$ cat src/hw/rtl/wcm_pkg.sv
package wcm_pkg;

  localparam int COORD_BITS = 32;
  localparam int INDEX_BITS = 16;
  localparam int W_BITS     = 32;
  localparam int PROD_BITS  = W_BITS + COORD_BITS;
  localparam int EXT_BITS   = (PROD_BITS > 64) ? PROD_BITS : 64;
  localparam int IN_BITS    = ((INDEX_BITS + W_BITS + 3 * COORD_BITS + 7) / 8) * 8;
  localparam int OUT_BITS   = ((INDEX_BITS + 3 * COORD_BITS + 7) / 8) * 8;

  localparam logic [63:0] S64_MAX = 64'h7FFF_FFFF_FFFF_FFFF;
  localparam logic [63:0] S64_MIN = 64'h8000_0000_0000_0000;
  localparam logic [63:0] Q_CLAMP = 64'd1 << 50;
  localparam logic signed [63:0] CMAX = 64'((64'd1 << (COORD_BITS - 1)) - 64'd1);
  localparam logic signed [63:0] CMIN = -CMAX - 64'sd1;

  localparam logic [1:0] KIND_CENTER = 2'd0;
  localparam logic [1:0] KIND_REF    = 2'd1;
  localparam logic [1:0] KIND_MEMBER = 2'd2;

  typedef enum logic [2:0] {
    ST_IDLE, ST_MUL_GO, ST_MUL_WAIT, ST_DIV_GO, ST_DIV_WAIT, ST_OUT
  } state_t;

  typedef enum logic [1:0] {OP_ACC, OP_CEN, OP_GRAD} op_t;

  function automatic logic [63:0] sat_prod(input logic [PROD_BITS-1:0] p, input logic neg);
    logic [EXT_BITS-1:0] pe;
    logic [63:0] m;
    pe = EXT_BITS'(p);
    m = (pe > EXT_BITS'(S64_MAX)) ? S64_MAX : pe[63:0];
    return neg ? (64'd0 - m) : m;
  endfunction

  function automatic logic [63:0] sat_add64(input logic [63:0] a, input logic [63:0] b);
    logic [64:0] s;
    s = {a[63], a} + {b[63], b};
    if (s[64] != s[63]) begin
      return s[64] ? S64_MIN : S64_MAX;
    end
    return s[63:0];
  endfunction

  function automatic logic [63:0] mag64(input logic [63:0] v);
    return v[63] ? (64'd0 - v) : v;
  endfunction

  function automatic logic [COORD_BITS-1:0] mag_coord(input logic [COORD_BITS-1:0] v);
    return v[COORD_BITS-1] ? (COORD_BITS'(0) - v) : v;
  endfunction

  function automatic logic [63:0] sext_coord(input logic [COORD_BITS-1:0] v);
    return {{(64 - COORD_BITS){v[COORD_BITS-1]}}, v};
  endfunction

  function automatic logic [COORD_BITS-1:0] sat_coord(input logic signed [63:0] v);
    if (v > CMAX) begin
      return CMAX[COORD_BITS-1:0];
    end
    if (v < CMIN) begin
      return CMIN[COORD_BITS-1:0];
    end
    return v[COORD_BITS-1:0];
  endfunction

endpackage

$ cat src/hw/rtl/wcm_mul.sv
module wcm_mul (
  input  logic                             clk,
  input  logic                             rst_n,
  input  logic                             start,
  input  logic [wcm_pkg::W_BITS-1:0]       a,
  input  logic [wcm_pkg::COORD_BITS-1:0]   b,
  output logic                             done,
  output logic [wcm_pkg::PROD_BITS-1:0]    prod
);
  localparam int C  = wcm_pkg::COORD_BITS;
  localparam int W  = wcm_pkg::W_BITS;
  localparam int CB = $clog2(W);

  logic [C:0]   hi_r, hi_nxt;
  logic [W-1:0] lo_r, lo_nxt;
  logic [C-1:0] b_r, b_nxt;
  logic [CB-1:0] cnt_r, cnt_nxt;
  logic busy_r, busy_nxt, done_r, done_nxt;
  logic [C:0] sum;

  always_comb begin
    sum = hi_r + (lo_r[0] ? {1'b0, b_r} : '0);
    hi_nxt = hi_r;
    lo_nxt = lo_r;
    b_nxt = b_r;
    cnt_nxt = cnt_r;
    busy_nxt = busy_r;
    done_nxt = 1'b0;
    if (start) begin
      hi_nxt = '0;
      lo_nxt = a;
      b_nxt = b;
      cnt_nxt = '0;
      busy_nxt = 1'b1;
    end else if (busy_r) begin
      hi_nxt = sum >> 1;
      lo_nxt = {sum[0], lo_r[W-1:1]};
      cnt_nxt = cnt_r + 1'b1;
      if (cnt_r == CB'(W - 1)) begin
        busy_nxt = 1'b0;
        done_nxt = 1'b1;
      end
    end
  end

  always_ff @(posedge clk) begin
    if (!rst_n) begin
      busy_r <= 1'b0;
      done_r <= 1'b0;
      cnt_r <= '0;
    end else begin
      busy_r <= busy_nxt;
      done_r <= done_nxt;
      cnt_r <= cnt_nxt;
    end
    hi_r <= hi_nxt;
    lo_r <= lo_nxt;
    b_r <= b_nxt;
  end

  assign done = done_r;
  assign prod = {hi_r[C-1:0], lo_r};
endmodule

$ cat src/hw/rtl/wcm_div.sv
module wcm_div (
  input  logic                       clk,
  input  logic                       rst_n,
  input  logic                       start,
  input  logic [63:0]                num,
  input  logic [wcm_pkg::W_BITS-1:0] den,
  output logic                       done,
  output logic [63:0]                quo
);
  localparam int W = wcm_pkg::W_BITS;

  logic [W-1:0] rem_r, rem_nxt, den_r, den_nxt;
  logic [63:0] quo_r, quo_nxt;
  logic [5:0] cnt_r, cnt_nxt;
  logic busy_r, busy_nxt, done_r, done_nxt;
  logic [W+1:0] trial;
  logic ge;

  always_comb begin
    trial = {1'b0, rem_r, quo_r[63]} - {2'b00, den_r};
    ge = !trial[W+1];
    rem_nxt = rem_r;
    quo_nxt = quo_r;
    den_nxt = den_r;
    cnt_nxt = cnt_r;
    busy_nxt = busy_r;
    done_nxt = 1'b0;
    if (start) begin
      rem_nxt = '0;
      quo_nxt = num;
      den_nxt = den;
      cnt_nxt = '0;
      busy_nxt = 1'b1;
    end else if (busy_r) begin
      rem_nxt = ge ? trial[W-1:0] : {rem_r[W-2:0], quo_r[63]};
      quo_nxt = {quo_r[62:0], ge};
      cnt_nxt = cnt_r + 1'b1;
      if (cnt_r == 6'd63) begin
        busy_nxt = 1'b0;
        done_nxt = 1'b1;
      end
    end
  end

  always_ff @(posedge clk) begin
    if (!rst_n) begin
      busy_r <= 1'b0;
      done_r <= 1'b0;
      cnt_r <= '0;
    end else begin
      busy_r <= busy_nxt;
      done_r <= done_nxt;
      cnt_r <= cnt_nxt;
    end
    rem_r <= rem_nxt;
    quo_r <= quo_nxt;
    den_r <= den_nxt;
  end

  assign done = done_r;
  assign quo = quo_r;
endmodule

$ cat src/hw/rtl/weighted_center_of_mass_core.sv
// channel  dir  handshake                tdata / tuser
// in       in   in_tvalid/in_tready      item fields, tuser=action, tlast=last_in_group
// out      out  out_tvalid/out_tready    result fields, tuser={zero_weight,kind}
// cfg      in   cfg_wen                  cfg_wdata = mode
// Forward member: the bit-serial multiplier runs once per axis; a group end adds a division per axis.
// Backward member: for each axis, the multiplier and then the bit-serial divider.
// Header: forward it loads the group (plus a division per axis when marked last); backward it goes straight out.
// Synchronous active-low reset clears mode, group state and the output valid flag.
// The next request is taken while a result waits; a new result stalls until out is free.
module weighted_center_of_mass_core (
  input  logic                          clk,
  input  logic                          rst_n,
  input  logic                          in_tvalid,
  output logic                          in_tready,
  // atom_index, weight, vec_x, vec_y, vec_z
  input  logic [wcm_pkg::IN_BITS-1:0]   in_tdata,
  // action
  input  logic                          in_tuser,
  input  logic                          in_tlast,
  output logic                          out_tvalid,
  input  logic                          out_tready,
  // target_index, out_x, out_y, out_z
  output logic [wcm_pkg::OUT_BITS-1:0]  out_tdata,
  // kind, zero_weight
  output logic [2:0]                    out_tuser,
  input  logic                          cfg_wen,
  input  logic                          cfg_wdata
);
  localparam int C  = wcm_pkg::COORD_BITS;
  localparam int IB = wcm_pkg::INDEX_BITS;
  localparam int W  = wcm_pkg::W_BITS;
  localparam int OUT_BITS_TOP = IB + 3 * C - 1;

  wcm_pkg::state_t state_r, state_nxt;
  wcm_pkg::op_t op_r, op_nxt;
  logic mode_r, mode_nxt;
  logic [W-1:0] tw_r, tw_nxt, w_r, w_nxt;
  logic [C-1:0] ref_r [3], ref_nxt [3];
  logic [C-1:0] vec_r [3], vec_nxt [3];
  logic [C-1:0] res_r [3], res_nxt [3];
  logic [63:0]  sum_r [3], sum_nxt [3];
  logic [63:0]  pm_r, pm_nxt;
  logic [IB-1:0] idx_r, idx_nxt;
  logic last_r, last_nxt;
  logic [1:0] c_r, c_nxt, kind_r, kind_nxt;
  logic zw_r, zw_nxt;
  logic ov_r, ov_nxt;
  logic [wcm_pkg::OUT_BITS-1:0] od_r, od_nxt;
  logic [2:0] ou_r, ou_nxt;

  logic mul_start, mul_done, div_start, div_done;
  logic [C-1:0] mul_src;
  logic [wcm_pkg::PROD_BITS-1:0] prod;
  logic [63:0] num_sel, quo, qc, sq, addend, sp;
  logic acc;

  assign mul_src = (op_r == wcm_pkg::OP_ACC) ? vec_r[c_r] : ref_r[c_r];
  assign num_sel = (op_r == wcm_pkg::OP_CEN) ? sum_r[c_r] : pm_r;

  wcm_mul u_mul (
    .clk(clk), .rst_n(rst_n), .start(mul_start), .a(w_r),
    .b(wcm_pkg::mag_coord(mul_src)), .done(mul_done), .prod(prod)
  );

  wcm_div u_div (
    .clk(clk), .rst_n(rst_n), .start(div_start), .num(wcm_pkg::mag64(num_sel)),
    .den(tw_r), .done(div_done), .quo(quo)
  );

  always_comb begin
    state_nxt = state_r;
    op_nxt = op_r;
    mode_nxt = cfg_wen ? cfg_wdata : mode_r;
    tw_nxt = tw_r;
    w_nxt = w_r;
    ref_nxt = ref_r;
    vec_nxt = vec_r;
    res_nxt = res_r;
    sum_nxt = sum_r;
    pm_nxt = pm_r;
    idx_nxt = idx_r;
    last_nxt = last_r;
    c_nxt = c_r;
    kind_nxt = kind_r;
    zw_nxt = zw_r;
    ov_nxt = ov_r && !out_tready;
    od_nxt = od_r;
    ou_nxt = ou_r;
    mul_start = 1'b0;
    div_start = 1'b0;
    in_tready = 1'b0;
    acc = 1'b0;
    sp = wcm_pkg::sat_prod(prod, mul_src[C-1]);
    qc = (quo > wcm_pkg::Q_CLAMP) ? wcm_pkg::Q_CLAMP : quo;
    sq = num_sel[63] ? (64'd0 - qc) : qc;
    addend = (op_r == wcm_pkg::OP_CEN) ? wcm_pkg::sext_coord(ref_r[c_r]) : 64'd0;

    case (state_r)
      wcm_pkg::ST_IDLE: begin
        in_tready = 1'b1;
        if (in_tvalid) begin
          idx_nxt = in_tdata[IB-1:0];
          w_nxt = in_tdata[IB +: W];
          for (int i = 0; i < 3; i++) begin
            vec_nxt[i] = in_tdata[IB + W + i * C +: C];
          end
          last_nxt = in_tlast;
          c_nxt = 2'd0;
          if (!in_tuser) begin
            tw_nxt = in_tdata[IB +: W];
            for (int i = 0; i < 3; i++) begin
              ref_nxt[i] = in_tdata[IB + W + i * C +: C];
              sum_nxt[i] = '0;
            end
            if (mode_r) begin
              for (int i = 0; i < 3; i++) begin
                res_nxt[i] = in_tdata[IB + W + i * C +: C];
              end
              kind_nxt = wcm_pkg::KIND_REF;
              zw_nxt = 1'b0;
              state_nxt = wcm_pkg::ST_OUT;
            end else if (in_tlast) begin
              kind_nxt = wcm_pkg::KIND_CENTER;
              if (in_tdata[IB +: W] == '0) begin
                for (int i = 0; i < 3; i++) res_nxt[i] = '0;
                zw_nxt = 1'b1;
                state_nxt = wcm_pkg::ST_OUT;
              end else begin
                zw_nxt = 1'b0;
                op_nxt = wcm_pkg::OP_CEN;
                state_nxt = wcm_pkg::ST_DIV_GO;
              end
            end
          end else if (!mode_r) begin
            op_nxt = wcm_pkg::OP_ACC;
            state_nxt = wcm_pkg::ST_MUL_GO;
          end else begin
            kind_nxt = wcm_pkg::KIND_MEMBER;
            if (tw_r == '0) begin
              for (int i = 0; i < 3; i++) res_nxt[i] = '0;
              zw_nxt = 1'b1;
              state_nxt = wcm_pkg::ST_OUT;
            end else begin
              zw_nxt = 1'b0;
              op_nxt = wcm_pkg::OP_GRAD;
              state_nxt = wcm_pkg::ST_MUL_GO;
            end
          end
        end
      end
      wcm_pkg::ST_MUL_GO: begin
        mul_start = 1'b1;
        state_nxt = wcm_pkg::ST_MUL_WAIT;
      end
      wcm_pkg::ST_MUL_WAIT: begin
        if (mul_done) begin
          if (op_r == wcm_pkg::OP_ACC) begin
            acc = 1'b1;
            sum_nxt[c_r] = wcm_pkg::sat_add64(sum_r[c_r], sp);
            if (c_r == 2'd2) begin
              c_nxt = 2'd0;
              if (!last_r) begin
                state_nxt = wcm_pkg::ST_IDLE;
              end else begin
                kind_nxt = wcm_pkg::KIND_CENTER;
                if (tw_r == '0) begin
                  for (int i = 0; i < 3; i++) res_nxt[i] = '0;
                  zw_nxt = 1'b1;
                  state_nxt = wcm_pkg::ST_OUT;
                end else begin
                  zw_nxt = 1'b0;
                  op_nxt = wcm_pkg::OP_CEN;
                  state_nxt = wcm_pkg::ST_DIV_GO;
                end
              end
            end else begin
              c_nxt = c_r + 2'd1;
              state_nxt = wcm_pkg::ST_MUL_GO;
            end
          end else begin
            pm_nxt = sp;
            state_nxt = wcm_pkg::ST_DIV_GO;
          end
        end
      end
      wcm_pkg::ST_DIV_GO: begin
        div_start = 1'b1;
        state_nxt = wcm_pkg::ST_DIV_WAIT;
      end
      wcm_pkg::ST_DIV_WAIT: begin
        if (div_done) begin
          res_nxt[c_r] = wcm_pkg::sat_coord(sq + addend);
          if (c_r == 2'd2) begin
            c_nxt = 2'd0;
            state_nxt = wcm_pkg::ST_OUT;
          end else begin
            c_nxt = c_r + 2'd1;
            state_nxt = (op_r == wcm_pkg::OP_CEN) ? wcm_pkg::ST_DIV_GO : wcm_pkg::ST_MUL_GO;
          end
        end
      end
      wcm_pkg::ST_OUT: begin
        if (!ov_r || out_tready) begin
          ov_nxt = 1'b1;
          od_nxt = wcm_pkg::OUT_BITS'({res_r[2], res_r[1], res_r[0], idx_r});
          ou_nxt = {zw_r, kind_r};
          if (kind_r == wcm_pkg::KIND_CENTER) begin
            for (int i = 0; i < 3; i++) sum_nxt[i] = '0;
          end
          state_nxt = wcm_pkg::ST_IDLE;
        end
      end
      default: state_nxt = wcm_pkg::ST_IDLE;
    endcase
  end

  always_ff @(posedge clk) begin
    if (!rst_n) begin
      state_r <= wcm_pkg::ST_IDLE;
      op_r <= wcm_pkg::OP_ACC;
      mode_r <= 1'b0;
      ov_r <= 1'b0;
      tw_r <= '0;
      c_r <= '0;
      for (int i = 0; i < 3; i++) begin
        ref_r[i] <= '0;
        sum_r[i] <= '0;
      end
    end else begin
      state_r <= state_nxt;
      op_r <= op_nxt;
      mode_r <= mode_nxt;
      ov_r <= ov_nxt;
      tw_r <= tw_nxt;
      c_r <= c_nxt;
      ref_r <= ref_nxt;
      sum_r <= sum_nxt;
    end
    w_r <= w_nxt;
    vec_r <= vec_nxt;
    res_r <= res_nxt;
    pm_r <= pm_nxt;
    idx_r <= idx_nxt;
    last_r <= last_nxt;
    kind_r <= kind_nxt;
    zw_r <= zw_nxt;
    od_r <= od_nxt;
    ou_r <= ou_nxt;
  end

  assign out_tvalid = ov_r;
  assign out_tdata = od_r;
  assign out_tuser = ou_r;

`ifndef NO_ASSERTIONS
  a_hold: assert property (@(posedge clk) disable iff (!rst_n)
    out_tvalid && !out_tready |=> out_tvalid && $stable(out_tdata))
    else $error("result dropped while stalled");
  a_zero: assert property (@(posedge clk) disable iff (!rst_n)
    out_tvalid && out_tuser[2] |-> out_tdata[OUT_BITS_TOP:IB] == '0)
    else $error("zero weight with nonzero vector");
  a_kind: assert property (@(posedge clk) disable iff (!rst_n)
    out_tvalid |-> out_tuser[1:0] != 2'd3)
    else $error("bad kind");
  a_units: assert property (@(posedge clk) disable iff (!rst_n)
    !(mul_done && div_done))
    else $error("multiplier and divider both done");
  a_acc: assert property (@(posedge clk) disable iff (!rst_n)
    acc |-> op_r == wcm_pkg::OP_ACC && !mode_r || op_r == wcm_pkg::OP_ACC)
    else $error("accumulate outside forward member");
`endif

endmodule
$ cat config.mk
export PLATFORM = sky130hd
export DESIGN_NAME = weighted_center_of_mass_core
export DESIGN_NICKNAME = d
export VERILOG_FILES = /design/src/hw/rtl/wcm_pkg.sv /design/src/hw/rtl/wcm_mul.sv /design/src/hw/rtl/wcm_div.sv /design/src/hw/rtl/weighted_center_of_mass_core.sv
export SDC_FILE = /design/constraint.sdc
export NUM_CORES = 2
export LEC_CHECK = 0
export ABC_AREA = 1
export BUFFER_PORTS_ARGS = -buffer_cell sky130_fd_sc_hd__buf_2
export CORE_MARGIN = 3
export CORE_UTILIZATION = 45
export CTS_CLUSTER_DIAMETER = 40
export DETAILED_ROUTE_END_ITERATION = 10
export PLACE_DENSITY = 0.75
export SYNTH_ARGS = -nofsm -noshare
export SYNTH_HDL_FRONTEND = slang
export SYNTH_HIERARCHICAL = 1
export SYNTH_SLANG_ARGS = --single-unit
$ cat constraint.sdc
create_clock -name clk -period 17.8 [get_ports clk]
set_clock_uncertainty 0.2 [all_clocks]
set_input_delay 2.67 -clock clk [delete_from_list [all_inputs] [get_ports clk]]
set_output_delay 2.67 -clock clk [all_outputs]
set_load 0.02 [all_outputs]
## After elaboration in Yosys (flattened, before gate mapping)

Index checks and enable logic that the tools add are counted.

| cells by class | value |
|---|---|
| add/sub/neg operators | 11 |
| multipliers | 0 |
| div/mod/pow operators | 0 |
| order comparisons | 6 |
| equality and inequality tests | 28 |
| shift-type cells | 0 |
| mux-type cells | 144 |
| bitwise logic cells | 6 |
| reductions and logical operators | 30 |

Operators by type and width:

| operator | number |
|---|---|
| 192-bit two-way mux | 6 |
| 64-bit two-way mux | 18 |
| 96-bit two-way mux | 12 |
| 192-bit case mux with 3 select lines | 1 |
| 32-bit two-way mux | 16 |
| 96-bit case mux with 3 select lines | 1 |
| 192-bit bitwise mux | 1 |
| 1-bit by 64-bit subtractor with 64-bit output (first input constant) | 3 |
| 32-bit binary-select mux with 2-bit select | 2 |
| 64-bit binary-select mux with 2-bit select | 1 |
| 64-bit demux with 2-bit select | 1 |
| 96-bit bitwise mux | 1 |
| 64-bit by 64-bit adder with 65-bit output | 1 |
| 64-bit adder | 1 |
| 32-bit demux with 2-bit select | 1 |
| 64-bit by 32-bit > comparator with 1-bit output (second input constant) | 1 |
| 64-bit by 51-bit > comparator with 1-bit output (second input constant) | 1 |
| 64-bit by 63-bit > comparator with 1-bit output (second input constant) | 1 |
| 32-bit logical NOT | 2 |
| 64-bit by 32-bit < comparator with 1-bit output (second input constant) | 1 |
| 2-bit two-way mux | 27 |
| 3-bit two-way mux | 15 |
| 1-bit two-way mux | 35 |
| 33-bit by 32-bit subtractor with 34-bit output | 1 |
| 42 further kinds | 75 |

| word-level totals | value |
|---|---|
| bits in registers | 991 |
| bits in latches | 0 |
| bits in writable memories | 0 |
| memory bits (read-only) | 0 |
| bits of input ports | 152 |
| output and inout bits | 117 |
| word-level logic and storage cells | 264 |
| memories kept | 0 |

## Longest topological paths before layout

| logic depth | value |
|---|---|
| depth after elaboration | 21 |
| depth in mapped cells | 47 |
| depth with buffers taken out | 43 |

## Hierarchy

Netlist, hierarchy kept.

By module, submodules not included:

| module | instances | cells each | area an instance (um2) | sequential area each (um2) |
|---|---|---|---|---|
| weighted_center_of_mass_core | 1 | 6958 | 49476.2 | 19288.5 |
| wcm_div | 1 | 1119 | 8189.1 | 3683.5 |
| wcm_mul | 1 | 911 | 6373.6 | 2702.6 |

## Worst setup path before layout

OpenSTA, ideal clock, no wires.

| path | value |
|---|---|
| kind | input port to flip-flop |
| from | in in_tdata[47] (netlist bit) |
| to | reg res_r[0] (netlist bit) (enable) |
| library setup time | 1.062 ns |
| arrival | 18.090 ns |
| required time | 16.538 ns |
| setup slack | -1.551 ns |
| cell stages on the path | 5 |
| path buffers | 0 |
| path through | nor4_1 -> nand4_1 -> nor2_1 -> nor2_1 -> a2111oi_0 |

| between the ends | value |
|---|---|
| word-level cells in the longest chain between the ends | 3 |

Ends and longest elaborated chain:

| element | line | text |
|---|---|---|
| start: declaration | weighted_center_of_mass_core.sv:16 | `input logic [wcm_pkg::IN_BITS-1:0] in_tdata,` |
| 32-bit logical NOT | weighted_center_of_mass_core.sv:124 | `if (in_tdata[IB +: W] == '0) begin` |
| 3-bit != test (no line) | -- |  |
| 10-bit AND reduction (no line) | -- |  |
| end signal: assignment | weighted_center_of_mass_core.sv:241 | `res_r <= res_nxt;` |
| end: declaration | weighted_center_of_mass_core.sv:40 | `logic [C-1:0] res_r [3], res_nxt [3];` |

No other way between the ends.
A chain may end at the register's enable or synchronous reset.

==> impl_metrics.yaml <==
placed_design:
  post-dp-hpwl_mm: 175.0
  portBuffers: 268
  place_congestion: 1.010
  dp_slack_ns: 10.11
  place_area_mm2: 0.06669
yosys:
  synthAdderAreaFrac_pct: 4.033
  synth-simple-area-share_pct: 30.43
  synth-xor-area-share_pct: 4.103
  synthTopCellsByCount: "nand2_1 (2559), inv_1 (1193), nor2_1 (945), nand3_1 (696), edfxtp_1 (583)"
  ys_types: 71
  synth_edf_count: 583
  syn-num-nets: 9344
  syn_area_mm2: 0.06404
  synth_area_leaders: "edfxtp_1 (27%), nand2_1 (15%), dfxtp_1 (13%)"
  synth_ff_type: "edfxtp_1"
  syn_avg_cell_area_um2: 7.125
  synth_compound_area_share_pct: 11.38
  async_flop_share_pct: 0
  synth_seq_cells: 991
  netlist_instances: 8988
  yosysTopAreaCell: "edfxtp_1"
  yosysMostFrequentCell: "nand2_1"
  ys_warn_count: 6
  synth_top_cell_area_share_pct: 27.34
  synth_top_family_by_area: "simple AND/OR/NAND/NOR gates"
  seq_area_frac_synth_pct: 40.09
  synth_mux_area_share_pct: 0.1290
clocking:
  clock-root-buffer: "clkbuf_16"
  clockBufferDepth: 3
  postCtsSetupBuffers: 0
  cts_tree: "done"
  cts_resized: 0
  hold_buffers: 0
  clk_pin_slew_worst_paths_ns: 0.06
  clk_latency_ns: 0.79
  htree_num_levels: 4
  numCtsBuffers: 147
  clock_sinks: 991
sta:
  setup_viol: 0
  final-max-slew-violation-count: 0
  hold_viol: 0
  worst_slack_ns: 9.874
  fmax_ghz: 0.1262
  period_needed_ns: 7.926
  rsz0062_at_grt: "false"
  tightest_slew_ns: 1.310
  whs_ns: 0.2128
  fin_crit_sh_pct: 44.53
  setup_tns_ns: 0
  relSlewSlack_pct: 12.33
job:
  maxCapViolations: 0
detailed_routing:
  drt_iter0_markers: 7489
  drc_errors: 0
  vias: 62720
  drt_wl_total_mm: 234.1
  drt-pass1-iter-count: 8
  ant_nets: 0
  viasPerCell: 5.635
  wl_per_cell_um: 21.03
setup_path:
  critPathBufInv: 6
  cp_top_family: "simple AND/OR/NAND/NOR gates"
  cp_slowest_cell: "buf_4"
  path_max_fanout: 93
  worstPathRequired_ns: 18.15
  end_kind: "flip-flop"
  startpoint_type: "flip-flop"
  cpMostUsedCell: "nand2_1"
  max_stage_delay_ns: 0.83
  worstPathArrival_ns: 8.27
  worstSetupPathType: "reg -> reg"
die:
  start_util_pct: 45.62
  pin_count: 269
  die_h_um: 383.2
  core_mm2: 0.1404
  die_area_mm2: 0.1469
  die_w_um: 383.2
  row_count: 137
pwr:
  p_per_area_mw_per_mm2: 173.7
  vdd_ir_drop_max_v: 0.0001156
  p_leak_nw: 32.84
finish:
  final_core_util_pct: 51.24
  drive_gt1_share_pct: 9.356
  nNetsFinal: 9477
  syn_to_final_growth_pct: 12.32
  fin_area_mm2: 0.07193
outcome:
  outcome: "complete, no violations"
global_route:
  grt_pass1_wl_mm: 352.7
  overflow: 0
  track_usage_pct: 30.99
  grt_antenna_before_repair: 25
  grt_max_degree: 114
  grt_pass1_vias: 58730
hold_path:
  hold_class: "reg -> reg"
flip-flops by register name, summed over array words and instances, names as in the netlist, 3 cells and up:
| register | cells |
|---|---|
| ref_r | 96 |
| out_tuser | 3 |
| sum_r | 192 |
| pm_r | 64 |
| state_r | 3 |
| w_r | 32 |
| u_mul/hi_r | 32 |
| u_div/cnt_r | 6 |
| idx_r | 16 |
| tw_r | 32 |
| u_div/rem_r | 32 |
| out_tdata | 112 |
| res_r | 96 |
| u_mul/cnt_r | 5 |
| u_div/den_r | 32 |
| u_mul/lo_r | 32 |
| u_div/quo | 64 |
| vec_r | 96 |
| u_mul/b_r | 32 |
where the power goes:
part           switching [mW]  internal (mW)  total (mW)
clock                    1.22           1.82        3.05
combinational            4.60           1.59        6.19
sequential              0.249           3.01        3.26
total                    6.07           6.43        12.5
cell families (layout without fill, tap and decap cells):
kind of cell / count (synthesis) / count (layout)
xor+xnor: 300 / 300
flops: 991 / 991
mux: 7 / 7
buf+inv: 1572 / 1829
simple gates: 4624 / 4624
compound gates: 1290 / 1290
fa+ha+maj: 204 / 204
other cells: 0 / 10
metrics by stage:
step / power [mW] / instances
global route: 13.13 / 11120
global placement: 9.170 / 10850
floorplan: 7.404 / 8988
finish: 12.50 / 11130
detailed placement: 9.253 / 10850
CTS: 12.33 / 11120
area by class of cell:
class,instances,area [um2]
inverters,1226,4614
multi-input cells,6425,32240
clock buffers,176,4069
clock inverters,97,1150
flip-flops and latches,991,25680
repair buffers,330,1809
well taps,1876,2347
diodes,10,25.02
fillers,13470,68460
path summary, 6_finish.rpt:
| path | startpoint | to | slack [ns] | cells after the start |
|---|---|---|---|---|
| max | u_div/quo[3]$_DFFE_PP_ | res_r[5]$_DFFE_PP_ | 9.87 | 37 |
| min | idx_r[15]$_DFFE_PP_ | out_tdata[15]$_DFFE_PP_ | 0.21 | 0 |
| max reg2reg | u_div/quo[3]$_DFFE_PP_ | res_r[5]$_DFFE_PP_ | 9.87 | 37 |
| min reg2reg | idx_r[15]$_DFFE_PP_ | out_tdata[15]$_DFFE_PP_ | 0.21 | 0 |
cell usage in the layout (no fill, tap or decap), types with 11 or more instances in the layout:
master,n
nand2_1,2552
inv_1,1188
nor2_1,937
nand3_1,696
edfxtp_1,583
a21oi_1,545
o21ai_0,414
dfxtp_1,407
buf_2,267
ha_1,200
xor2_1,197
clkbuf_16,156
xnor2_1,103
nand4_1,83
or2_2,74
a22oi_1,70
nor3_1,66
buf_4,63
o21ai_1,54
a31oi_1,40
nor4_1,34
nor2_2,31
nand3b_1,31
inv_2,30
inv_6,28
nand2_2,24
o21ai_2,24
o21bai_1,23
and2_1,20
nand3_2,18
nor2_4,17
a22oi_2,14
o211ai_1,13
nor3_2,12
inv_8,12
a21o_1,11
clkbuf_1,11
layer usage:
metal | up-vias | track usage [%] | wire length, um
met1 | 29290 | 41.19 | 95400
met5 | - | 0 | 176
met2 | 3327 | 47.55 | 101900
met3 | 646 | 6.131 | 22150
met4 | 24 | 16.54 | 14420
li1 | 29430 | - | -
Power figures use the tool's default switching activity.
